### src/sv/epwm_pkg.sv
package epwm_pkg;

	// Counter width and the widths that follow from it
	localparam int COUNT_WIDTH = 16;
	localparam int CMP_W       = COUNT_WIDTH + 1;
	localparam int OP_W        = 2;
	localparam int VAL_W       = 17;
	localparam int CFG_IDX_W   = 3;
	localparam int CFG_DATA_W  = COUNT_WIDTH;

	// Stream packing, rounded up to whole bytes
	localparam int IN_FIELDS_W  = OP_W + VAL_W;
	localparam int IN_DATA_W    = ((IN_FIELDS_W + 7) / 8) * 8;
	localparam int OUT_FIELDS_W = 2 + COUNT_WIDTH + CMP_W;
	localparam int OUT_DATA_W   = ((OUT_FIELDS_W + 7) / 8) * 8;

	// Compare saturation limit and duty scaling
	localparam longint COMPARE_MAX  = 64'd1 << COUNT_WIDTH;
	localparam longint PERCENT_FULL = 100;
	localparam int     PCT_W        = 7;
	localparam int     PROD_W       = PCT_W + CMP_W;

	// Reciprocal of the percent divisor: q = (x * RECIP) >> RECIP_SH, exact for x < 2**PROD_W
	localparam int     RECIP_SH = PROD_W + PCT_W;
	localparam int     RECIP_W  = RECIP_SH - 6;
	localparam longint RECIP    = ((64'd1 << RECIP_SH) + PERCENT_FULL - 1) / PERCENT_FULL;

	typedef enum logic [OP_W-1:0] {
		OP_TICK  = 2'd0,
		OP_RAW   = 2'd1,
		OP_PCT   = 2'd2,
		OP_FORCE = 2'd3
	} op_t;

	typedef enum logic [CFG_IDX_W-1:0] {
		CFG_PRESCALER   = 3'd0,
		CFG_AUTO_RELOAD = 3'd1,
		CFG_PRELOAD     = 3'd2,
		CFG_OUT_ENABLE  = 3'd3,
		CFG_OUT_INVERT  = 3'd4,
		CFG_CNT_ENABLE  = 3'd5
	} cfg_idx_t;

	// Decoded item handed from the scaling pipe to the timer state
	typedef struct packed {
		op_t              op;
		logic [CMP_W-1:0] cmp;
	} item_t;

endpackage

### src/sv/epwm_scale.sv
module epwm_scale (
	input  logic                         clk,
	input  logic                         arst_n,
	input  logic [epwm_pkg::COUNT_WIDTH-1:0] auto_reload,
	input  logic                         in_valid,
	output logic                         in_ready,
	input  epwm_pkg::op_t                in_op,
	input  logic [epwm_pkg::VAL_W-1:0]   in_value,
	output logic                         out_valid,
	input  logic                         out_ready,
	output epwm_pkg::item_t              out_item
);

	localparam int FULL_W = epwm_pkg::PROD_W + epwm_pkg::RECIP_W;

	logic                          v_s1, v_s2, v_s3;
	logic                          rdy1, rdy2, rdy3;
	epwm_pkg::op_t                 op_s1, op_s2;
	logic [epwm_pkg::VAL_W-1:0]    val_s1;
	logic [epwm_pkg::CMP_W-1:0]    raw_s2;
	logic [epwm_pkg::PROD_W-1:0]   prod_s2;
	epwm_pkg::item_t               item_s3;

	logic [epwm_pkg::PCT_W-1:0]    pct;
	logic [epwm_pkg::CMP_W-1:0]    period;
	logic [epwm_pkg::CMP_W-1:0]    raw_sat;
	logic [epwm_pkg::PROD_W-1:0]   prod;
	logic [FULL_W-1:0]             full;
	logic [epwm_pkg::CMP_W-1:0]    quot;

	// Each stage moves when the next one is empty or moving
	assign rdy3     = !v_s3 || out_ready;
	assign rdy2     = !v_s2 || rdy3;
	assign rdy1     = !v_s1 || rdy2;
	assign in_ready = rdy1;

	always_ff @(posedge clk or negedge arst_n) begin
		if (!arst_n) begin
			v_s1 <= 1'b0;
			v_s2 <= 1'b0;
			v_s3 <= 1'b0;
		end else begin
			if (rdy1) v_s1 <= in_valid;
			if (rdy2) v_s2 <= v_s1;
			if (rdy3) v_s3 <= v_s2;
		end
	end

	// Stage 1: saturate raw compare, clamp percent and scale by the period
	always_comb begin
		raw_sat = (val_s1 > epwm_pkg::VAL_W'(epwm_pkg::COMPARE_MAX)) ?
			epwm_pkg::CMP_W'(epwm_pkg::COMPARE_MAX) : epwm_pkg::CMP_W'(val_s1);
		pct     = (val_s1 > epwm_pkg::VAL_W'(epwm_pkg::PERCENT_FULL)) ?
			epwm_pkg::PCT_W'(epwm_pkg::PERCENT_FULL) : val_s1[epwm_pkg::PCT_W-1:0];
		period  = epwm_pkg::CMP_W'(auto_reload) + 1'b1;
		prod    = epwm_pkg::PROD_W'(pct) * epwm_pkg::PROD_W'(period);
	end

	// Stage 2: divide the scaled percent by the reciprocal multiply
	always_comb begin
		full = FULL_W'(prod_s2) * FULL_W'(epwm_pkg::RECIP);
		quot = full[epwm_pkg::RECIP_SH +: epwm_pkg::CMP_W];
	end

	always_ff @(posedge clk) begin
		if (rdy1) begin
			op_s1  <= in_op;
			val_s1 <= in_value;
		end
		if (rdy2) begin
			op_s2   <= op_s1;
			raw_s2  <= raw_sat;
			prod_s2 <= prod;
		end
		if (rdy3) begin
			item_s3.op  <= op_s2;
			item_s3.cmp <= (op_s2 == epwm_pkg::OP_PCT) ? quot : raw_s2;
		end
	end

	assign out_valid = v_s3;
	assign out_item  = item_s3;

endmodule

### src/sv/edge_aligned_pwm_timer_top.sv
// Edge-aligned up-counting PWM timer. Each input transfer carries one operation: a tick,
// a raw compare write, a duty-percent write or a forced update; each gives exactly one
// result transfer with the pin level, the update flag, the main count and the live compare.
// Items stream at one per clock: a transfer is taken every cycle while the result side
// keeps up. The four registers on the way from an input transfer to its result are the
// input stage, a stage after the saturate and percent multiply, a stage after the
// reciprocal divide, and the counter state register that also holds the result.
// Configuration writes take effect at the next edge and are meant for an idle block.
module edge_aligned_pwm_timer_top (
	input  logic                               clk,
	input  logic                               arst_n,
	input  logic                               s_tvalid,
	output logic                               s_tready,
	// operation [1:0], value [18:2]
	input  logic [epwm_pkg::IN_DATA_W-1:0]     s_tdata,
	output logic                               m_tvalid,
	input  logic                               m_tready,
	// pwm_level [0], update_event [1], count_value [17:2], active_compare [34:18]
	output logic [epwm_pkg::OUT_DATA_W-1:0]    m_tdata,
	input  logic                               cfg_we,
	input  logic [epwm_pkg::CFG_IDX_W-1:0]     cfg_index,
	input  logic [epwm_pkg::CFG_DATA_W-1:0]    cfg_wdata
);

	localparam int CW = epwm_pkg::COUNT_WIDTH;

	// Configuration registers
	logic [CW-1:0] psc_cfg_q, arr_q;
	logic          pre_q, oen_q, inv_q, cen_q;

	// Timer state and result flags
	logic [CW-1:0]              psc_q, cnt_q, psc_d, cnt_d;
	logic [epwm_pkg::CMP_W-1:0] shad_q, live_q, shad_d, live_d;
	logic                       upd_q, lvl_q, upd_d, lvl_d;
	logic                       out_valid_q;

	logic            sc_valid, ready_out, fire;
	epwm_pkg::item_t item;

	// Write configuration
	always_ff @(posedge clk or negedge arst_n) begin
		if (!arst_n) begin
			psc_cfg_q <= '0;
			arr_q     <= '1;
			pre_q     <= 1'b0;
			oen_q     <= 1'b0;
			inv_q     <= 1'b0;
			cen_q     <= 1'b0;
		end else if (cfg_we) begin
			case (epwm_pkg::cfg_idx_t'(cfg_index))
				epwm_pkg::CFG_PRESCALER:   psc_cfg_q <= cfg_wdata[CW-1:0];
				epwm_pkg::CFG_AUTO_RELOAD: arr_q     <= cfg_wdata[CW-1:0];
				epwm_pkg::CFG_PRELOAD:     pre_q     <= cfg_wdata[0];
				epwm_pkg::CFG_OUT_ENABLE:  oen_q     <= cfg_wdata[0];
				epwm_pkg::CFG_OUT_INVERT:  inv_q     <= cfg_wdata[0];
				epwm_pkg::CFG_CNT_ENABLE:  cen_q     <= cfg_wdata[0];
				default: ;
			endcase
		end
	end

	epwm_scale u_scale (
		.clk         (clk),
		.arst_n      (arst_n),
		.auto_reload (arr_q),
		.in_valid    (s_tvalid),
		.in_ready    (s_tready),
		.in_op       (epwm_pkg::op_t'(s_tdata[epwm_pkg::OP_W-1:0])),
		.in_value    (s_tdata[epwm_pkg::OP_W +: epwm_pkg::VAL_W]),
		.out_valid   (sc_valid),
		.out_ready   (ready_out),
		.out_item    (item)
	);

	// Take a scaled item whenever the result register is free or being drained
	assign ready_out = !out_valid_q || m_tready;
	assign fire      = sc_valid && ready_out;

	// Advance the counters, apply compare writes and derive the pin level
	always_comb begin
		psc_d  = psc_q;
		cnt_d  = cnt_q;
		shad_d = shad_q;
		live_d = live_q;
		upd_d  = 1'b0;
		case (item.op)
			epwm_pkg::OP_TICK: begin
				if (cen_q) begin
					if (psc_q >= psc_cfg_q) begin
						psc_d = '0;
						if (cnt_q >= arr_q) begin
							cnt_d = '0;
							upd_d = 1'b1;
						end else begin
							cnt_d = cnt_q + 1'b1;
						end
					end else begin
						psc_d = psc_q + 1'b1;
					end
				end
			end
			epwm_pkg::OP_RAW, epwm_pkg::OP_PCT: begin
				shad_d = item.cmp;
				if (!pre_q) live_d = item.cmp;
			end
			epwm_pkg::OP_FORCE: begin
				psc_d = '0;
				cnt_d = '0;
				upd_d = 1'b1;
			end
			default: ;
		endcase
		if (upd_d) live_d = shad_q;
		lvl_d = ((epwm_pkg::CMP_W'(cnt_d) < live_d) ^ inv_q) & oen_q;
	end

	always_ff @(posedge clk or negedge arst_n) begin
		if (!arst_n) begin
			psc_q       <= '0;
			cnt_q       <= '0;
			shad_q      <= '0;
			live_q      <= '0;
			upd_q       <= 1'b0;
			lvl_q       <= 1'b0;
			out_valid_q <= 1'b0;
		end else begin
			if (fire) begin
				psc_q  <= psc_d;
				cnt_q  <= cnt_d;
				shad_q <= shad_d;
				live_q <= live_d;
				upd_q  <= upd_d;
				lvl_q  <= lvl_d;
			end
			if (fire) out_valid_q <= 1'b1;
			else if (m_tready) out_valid_q <= 1'b0;
		end
	end

	assign m_tvalid = out_valid_q;
	assign m_tdata  = epwm_pkg::OUT_DATA_W'({live_q, cnt_q, upd_q, lvl_q});

	// A forced update always restarts the count and flags the event
	a_force_restart: assert property (@(posedge clk) disable iff (!arst_n)
		fire && item.op == epwm_pkg::OP_FORCE |=> upd_q && cnt_q == '0)
		else $error("forced update did not restart the counter");

	// An update result shows a zero count and the shadow compare latched
	a_update_latch: assert property (@(posedge clk) disable iff (!arst_n)
		out_valid_q && upd_q |-> cnt_q == '0 && live_q == shad_q)
		else $error("update event without wrap or compare latch");

	// With counting off a tick leaves the count alone and raises no event
	a_tick_idle: assert property (@(posedge clk) disable iff (!arst_n)
		fire && item.op == epwm_pkg::OP_TICK && !cen_q |=> cnt_q == $past(cnt_q) && !upd_q)
		else $error("disabled counter moved on a tick");

	// Without preload a compare write goes live at once
	a_direct_write: assert property (@(posedge clk) disable iff (!arst_n)
		fire && (item.op == epwm_pkg::OP_RAW || item.op == epwm_pkg::OP_PCT) && !pre_q
		|=> live_q == $past(item.cmp))
		else $error("direct compare write not applied");

endmodule
### config.mk
export PLATFORM = sky130hd
export DESIGN_NAME = edge_aligned_pwm_timer_top
export DESIGN_NICKNAME = d
export VERILOG_FILES = /design/src/sv/epwm_pkg.sv /design/src/sv/epwm_scale.sv /design/src/sv/edge_aligned_pwm_timer_top.sv
export SDC_FILE = /design/constraint.sdc
export NUM_CORES = 1
export LEC_CHECK = 0
export ABC_AREA = 1
export BUFFER_PORTS_ARGS = -buffer_cell sky130_fd_sc_hd__buf_2
export CAP_MARGIN = 20
export CORE_ASPECT_RATIO = 1.75
export CORE_MARGIN = 2
export CORE_UTILIZATION = 65
export CTS_CLUSTER_DIAMETER = 30
export DETAILED_ROUTE_END_ITERATION = 10
export MAX_ROUTING_LAYER = met4
export PLACE_DENSITY = 0.87
export SLEW_MARGIN = 20
export SYNTH_ARGS = -nofsm -noshare
export SYNTH_HDL_FRONTEND = slang
export SYNTH_HIERARCHICAL = 1
export SYNTH_SLANG_ARGS = --single-unit
### constraint.sdc
create_clock -name clk -period 7.15 [get_ports clk]
set_input_delay 0.715 -clock clk [delete_from_list [all_inputs] [get_ports clk]]
set_output_delay 0.715 -clock clk [all_outputs]
set_load 0.03 [all_outputs]
==> reports/qor.yml, run 1 <==
timing:
  finalCriticalPeriod_ns: 6.73
  setup_viol: 0
  slew_viol_final: 0
  fin_skew_ns: 0.0157
  grt_setup_unrepaired: "no"
  post-route-period-util_pct: 94.2
  fmax_mhz: 148
  finalHoldViolCount: 0
  worst_pin_slew_ns: 0.969
  relSlewSlack_pct: 35.2
  tns_ns: 0
routing:
  drt-vias-per-instance: 5.55
  drcViolationCount: 0
  via_count: 20300
  drtIter0Drc: 1257
  wl_per_cell_um: 19.8
  ant_nets: 0
  wirelength_um: 72400
  first_pass_iters: 6
synthesis:
  synthMuxAreaShare_pct: 0
  yosysTopAreaCellShare_pct: 22.3
  synthFlopType: "dfrtp_1"
  synth-compound-area-share_pct: 6.39
  syn_area_sq_um: 24700
  ys_async_sr_fraction_pct: 57.1
  synthAdderAreaFrac_pct: 39.4
  yosys-top-cells-area: "fa_1 (22%), ha_1 (17%), inv_1 (12%)"
  syn_inst: 3085
  yosysSeqAreaShare_pct: 20.8
  synth_area_per_cell_sq_um: 8.01
  ys_warn_count: 6
  synth_edf_count: 81
  synth_xor_area_share_pct: 1.48
  yosys.area_share.simple_pct: 18.7
  synth_top_family_by_area: "adder cells"
  synth_area_leader_cell: "fa_1"
  synth_cell_types: 56
  ys_ff_latch: 189
global_route:
  grt_pass1_wl_um: 114000
  grt_pass1_vias: 21700
  grt_overflow: 0
  track_usage_pct: 40.0
  antenna_found_initial: 4
  grt_start_max_net_pins: 61
layout:
  nNetsFinal: 3819
  drive_above_1_share_pct: 6.34
  area_growth_pct: 6.28
clocking:
  ctsHtreeMaxLevel: 4
  cts_buffer_depth: 2
  tritoncts: "built"
  path_clk_slew_ns: 0.08
  numCtsBuffers: 17
  cts_sinks: 189
  post_cts_resized: 0
  root_buffer: "clkbuf_16"
  post-cts-setup-buffers: 0
  clock_latency_ns: 0.46
  ctsHoldBuffers: 0
floorplanning:
  initial_core_util_pct: 65.9
  rows: 94
  die_area_sq_um: 39700
  fp.dieW_um: 151
  core-area_sq_um: 37500
  die_h_um: 262
  ios: 90
worst_setup_path:
  critPathKind: "reg2reg"
  critPathLaunchType: "register"
  cp_max_fo: 7
  cpMaxStageDelayCell: "fa_1"
  worstPathArrival_ns: 6.94
  cpMostUsedCell: "fa_1"
  required_ns: 7.36
  endpoint_kind: "register"
  crit_chain: "fa_1 -> fa_1 -> inv_1 -> fa_1 -> fa_1 -> inv_1 -> fa_1 -> fa_1 -> inv_1 -> fa_1 -> inv_1 -> ha_1 -> nand2_1 -> inv_1 -> a21oi_1 -> o21ai_0 -> a21oi_1 -> nand3_1 -> nand3_1 -> nand2_1"
  max_stage_delay_ns: 0.73
hold_path:
  hp-class: "in2async"
run_status:
  status: "finished clean"
place:
  gp_congestion: 1.04
  dp_hpwl_um: 60500
  port-buffer-count: 79
run:
  maxCapViolCount: 0
==> worst max-delay path: cells and delay by family (launching register included) <==
kind / cells / cell delay [ns]
compound gates: 3 / 0.68
fa+ha+maj: 8 / 4.27
buf+inv: 5 / 0.39
flops: 1 / 0.65
simple gates: 4 / 0.47
==> worst paths after layout <==
check	start	end	slack, ns	depth (start not counted)
setup reg to reg	u_scale/prod_s2[6]	u_scale/out_item[2]	0.42	20
hold reg to reg	u_scale/op_s1[0]	u_scale/op_s2[0]	0.42	0
hold / removal	arst_n	cnt_q[7]	0.26	1
max in group asynchronous	arst_n	psc_q[6]	5.67	2
setup / recovery	u_scale/prod_s2[6]	u_scale/out_item[2]	0.42	20
min in group clk	u_scale/op_s1[0]	u_scale/op_s2[0]	0.42	0
==> state kept, by name, summed over array words and instances, names as in the netlist <==
| name | cells |
|---|---|
| arr_q | 16 |
| cen_q | 1 |
| cnt_q | 16 |
| inv_q | 1 |
| live_q | 17 |
| lvl_q | 1 |
| m_tvalid | 1 |
| oen_q | 1 |
| pre_q | 1 |
| psc_cfg_q | 16 |
| psc_q | 16 |
| shad_q | 17 |
| u_scale/op_s1 | 2 |
| u_scale/op_s2 | 2 |
| u_scale/out_item | 19 |
| u_scale/out_valid | 1 |
| u_scale/prod_s2 | 24 |
| u_scale/raw_s2 | 17 |
| u_scale/v_s1 | 1 |
| u_scale/v_s2 | 1 |
| u_scale/val_s1 | 17 |
| upd_q | 1 |
==> cells in the mapped netlist (all sizes together) (7+ instances only) <==
library cell / instances
a21oi: 84
buf: 23
clkbuf: 22
dfrtp: 92
dfstp: 16
edfxtp: 81
fa: 275
ha: 338
inv: 805
nand2: 696
nand3: 84
nand4: 33
nor2: 224
nor3: 33
nor4: 9
o211ai: 21
o21ai: 161
or2: 7
xnor2: 13
xor2: 28
==> layout make-up <==
cell class | instances | area, sq um
antenna | 5 | 12.5
inverter | 807 | 3030
sequential | 189 | 5150
clock inverter | 15 | 215
clock buffer | 17 | 425
multi-input combinational | 2048 | 16300
timing repair buffer | 95 | 518
fill | 3058 | 11200
tap | 480 | 601
==> logic make-up after synthesis <==
| family | Yosys count |
|---|---|
| other | 1 |
| buffers and inverters | 852 |
| xor gates and xnor gates | 41 |
| and+or+nand+nor | 1099 |
| DFF | 189 |
| adders and majority gates | 613 |
| AOI/OAI and AO/OA | 290 |
==> layer usage <==
metal	routed length [um]	vias up	share of wire (%)	GRT usage, %
met5	0	-	0	-
met4	8600	0	12	37.8
met3	3710	359	5.1	8.28
met2	37300	697	52	69.0
met1	22700	9667	31	35.6
li1	-	9575	-	-
==> layout by cell type (no fill, tap or decap), drive strengths merged, types with 4 or more instances in the layout <==
cell,netlist,layout
nand4,33,33
o21bai,5,5
nand2,696,696
clkbuf,22,17
xor2,28,28
nor2,224,224
clkinv,2,8
dfstp,16,16
a21oi,84,84
fa,275,275
xnor2,13,13
diode,0,5
nor3,33,33
or2,7,7
ha,338,338
conb,1,5
nand3,84,84
edfxtp,81,81
dfrtp,92,92
buf,23,95
o21ai,161,161
o211ai,21,21
inv,805,814
nor4,9,9
o21a,4,4
and2,5,5
a31oi,5,5
==> metrics by stage <==
step	std cells	setup slack, ns	hold slack, ns	instance area [sq um]	util (%)
after floorplan	3089	1.47	0.400	24700	-
after global placement	3619	0.709	0.405	25600	68.3
after detailed placement	3619	0.643	0.405	25600	68.3
after CTS	3651	0.634	0.279	26300	70.0
after global routing	3655	0.210	0.313	26300	70.0
final	3656	0.415	0.255	26300	70.0
Power of run 1 is left out: the tool's default activity adds up to more than one toggle a clock period on the data nets, which glitch-free logic cannot reach.
==> inputs of run 2 (changes only) <==
Settings changed: ABC_AREA 1 to 0.
==> run 2 against run 1 <==
First-iteration DRC count fell by 15%. Critical path depth is the same. Synthesized cell count is 25% lower. Non-clock buffer count increased by 25. Clock skew is 0.0053 ns lower. Hold slack got worse by 0.028 ns. Cell area shrank 7.3%. Worst setup slack got worse by 0.15 ns. Global-route usage down 2.6 points.
==> reports/qor.yml, run 2 <==
clocking:
  tritoncts: "built"  # unchanged
  numCtsBuffers: 17  # unchanged
  post-cts-setup-buffers: 0  # unchanged
  root_buffer: "clkbuf_16"  # unchanged
  cts_sinks: 189  # unchanged
  cts_buffer_depth: 2  # unchanged
  ctsHoldBuffers: 0  # unchanged
  ctsHtreeMaxLevel: 4  # unchanged
  path_clk_slew_ns: 0.08  # about the same
  clock_latency_ns: 0.46  # about the same
  post_cts_resized: 0  # unchanged
floorplanning:
  core-area_sq_um: 34500  # was 37,500 sq um
  ios: 90  # unchanged
  initial_core_util_pct: 65.7  # was 65.9%
  die_area_sq_um: 36400  # was 39,700 sq um
  die_h_um: 251  # was 262 um
  rows: 90  # was 94
  fp.dieW_um: 145  # was 151 um
layout:
  fin_util_pct: 70.7  # was 70.0%
  final_cell_mix: "inv_1 (460), ha_1 (338), fa_1 (274), nor2_1 (153), nand2_1 (136)"  # was inv_1 (791), nand2_1 (685), ha_1 (338), fa_1 (275), nor2_1 (215)
  fin_area_sq_um: 24400  # was 26,300 sq um
  n_antenna_cell: 0  # was 5
  layout_commonest_cell: "inv_1"  # unchanged
  nNetsFinal: 3053  # was 3,819
  largest_reg_flops: 24  # unchanged
  regMostFlops: "u_scale/prod_s2"  # unchanged
  drive_above_1_share_pct: 10.0  # was 6.34%
  fill_cells: 2603  # was 3,058
  finalNonFillerCells: 2865  # was 3,656
  area_growth_pct: 7.53  # was 6.28%
  seq_area_sq_um: 5150  # unchanged
  multi_input_area_sq_um: 15600  # was 16,300 sq um
global_route:
  grt_pass1_vias: 19100  # was 21,700
  grt_pass1_wl_um: 100000  # was 114,000 um
  track_usage_pct: 37.4  # was 40.0%
  antenna_found_initial: 0  # was 4
  grt_start_max_net_pins: 70  # was 61
  grt_overflow: 0  # unchanged
timing:
  grt_setup_unrepaired: "yes"  # was no
  fmax_mhz: 145  # was 148 MHz
  slew_viol_final: 0  # unchanged
  finalCriticalPeriod_ns: 6.88  # was 6.73 ns
  finalHoldViolCount: 0  # unchanged
  post-route-period-util_pct: 96.2  # was 94.2%
  setup_viol: 0  # unchanged
  worst_pin_slew_ns: 1.14  # was 0.969 ns
  fin_skew_ns: 0.0104  # was 0.0157 ns
  relSlewSlack_pct: 24.1  # was 35.2%
synthesis:
  ys_async_sr_fraction_pct: 57.1  # unchanged
  synth_area_per_cell_sq_um: 9.84  # was 8.01 sq um
  synth_cell_types: 75  # was 56
  synth_common_cells: "inv_1 (460), ha_1 (338), fa_1 (275), nor2_1 (153), nand2_1 (136)"  # was inv_1 (791), nand2_1 (685), ha_1 (338), fa_1 (275), nor2_1 (215)
  ys_ff_latch: 189  # unchanged
  ys_warn_count: 6  # unchanged
  yosys-top-cells-area: "fa_1 (24%), ha_1 (19%), edfxtp_1 (11%)"  # was fa_1 (22%), ha_1 (17%), inv_1 (12%)
  syn_inst: 2302  # was 3,085
  syn_area_sq_um: 22600  # was 24,700 sq um
  yosysTopAreaCellShare_pct: 24.3  # was 22.3%
  synthFlopType: "dfrtp_1"  # unchanged
  synth_edf_count: 81  # unchanged
  yosysMostFrequentCell: "inv_1"  # unchanged
  synth_area_leader_cell: "fa_1"  # unchanged
  yosysSeqAreaShare_pct: 22.8  # was 20.8%
routing:
  via_count: 17400  # was 20,300
  wirelength_um: 63300  # was 72,400 um
  drt-vias-per-instance: 6.07  # was 5.55
  drtIter0Drc: 1065  # was 1,257
  ant_nets: 0  # unchanged
  first_pass_iters: 9  # was 6
  wl_per_cell_um: 22.1  # was 19.8 um
  drcViolationCount: 0  # unchanged
worst_setup_path:
  required_ns: 7.36  # about the same
  crit_chain: "fa_1 -> fa_1 -> inv_1 -> fa_1 -> fa_1 -> inv_1 -> fa_1 -> fa_1 -> inv_1 -> fa_1 -> inv_1 -> ha_1 -> nand4_1 -> nor3_1 -> nor2_1 -> a21oi_1 -> a211oi_2 -> o31a_1 -> xor2_1 -> o21ai_0"  # was fa_1 -> fa_1 -> inv_1 -> fa_1 -> fa_1 -> inv_1 -> fa_1 -> fa_1 -> inv_1 -> fa_1 -> inv_1 -> ha_1 -> nand2_1 -> inv_1 -> a21oi_1 -> o21ai_0 -> a21oi_1 -> nand3_1 -> nand3_1 -> nand2_1
  cpMaxStageDelayCell: "fa_1"  # unchanged
  max_stage_delay_ns: 0.60  # was 0.73 ns
  endpoint_kind: "register"  # unchanged
  worstPathArrival_ns: 7.09  # was 6.94 ns
  critPathKind: "reg2reg"  # unchanged
  critPathLaunchType: "register"  # unchanged
  cpMostUsedCell: "fa_1"  # unchanged
  cp_max_fo: 7  # unchanged
place:
  gp_congestion: 1.04  # about the same
  dp_hpwl_um: 52300  # was 60,500 um
  port-buffer-count: 79  # unchanged
  dp_cells: 2833  # was 3,619
  dpl_cell_area_sq_um: 23700  # was 25,600 sq um
hold_path:
  hp-class: "in2async"  # unchanged
run:
  maxCapViolCount: 0  # unchanged
run_status:
  status: "finished clean"  # unchanged
## run 2: critical path: cells and delay by family (launching register included)
family	cells	cell delay (ns)
AND/OR/NAND/NOR	3	0.54
adder cells (fa/ha/maj)	8	4.16
buffers and inverters	4	0.25
AO/OA/AOI/OAI	4	0.86
XOR/XNOR	1	0.30
flip-flops	1	0.52
## run 2: through the flow
stage,worst slack (ns),hold WS (ns),setup TNS [ns]
floorplan,0.843,0.400,0
global placement,0.425,0.412,0
detailed placement,0.324,0.411,0
CTS,0.245,0.224,0
global route,-0.0513,0.246,-0.0513
finish,0.269,0.227,0
## run 2: metal layers
layer | vias to the layer above | global-route usage, % | wire length (um)
met1 | 8553 | 33.7 | 19600
met4 | 0 | 33.1 | 7210
li1 | 7774 | - | -
met3 | 342 | 3.96 | 2560
met2 | 730 | 68.7 | 33900
met5 | - | - | 0
## run 2: cell type report
cell class	instances	area share, %
inverter	460	7.09
clock buffer	17	1.75
tap	460	2.36
multi-input combinational	1604	64.0
sequential	189	21.2
clock inverter	15	0.766
timing repair buffer	120	2.90
## run 2: final timing paths
| path | from | end | slack [ns] | cells past startpoint |
|---|---|---|---|---|
| setup reg to reg | u_scale/prod_s2[6] | u_scale/out_item[12] | 0.27 | 20 |
| setup / recovery | u_scale/prod_s2[6] | u_scale/out_item[12] | 0.27 | 20 |
| hold / removal | arst_n | u_scale/v_s2 | 0.23 | 1 |
| min in group clk | u_scale/op_s1[0] | u_scale/op_s2[0] | 0.43 | 0 |
| hold reg to reg | u_scale/op_s1[0] | u_scale/op_s2[0] | 0.43 | 0 |
| max in group asynchronous | arst_n | psc_q[6] | 5.61 | 2 |
## run 2: kinds of logic after synthesis
family | count (synthesis) | share of synthesized area (%)
mux | 50 | 2.39
xor+xnor | 59 | 2.28
flops | 189 | 22.8
buf+inv | 513 | 8.71
simple gates | 544 | 11.7
fa+ha+maj | 613 | 43.0
other cells | 1 | 0.0166
compound gates | 333 | 9.17
Power of run 2 is left out for the same reason.
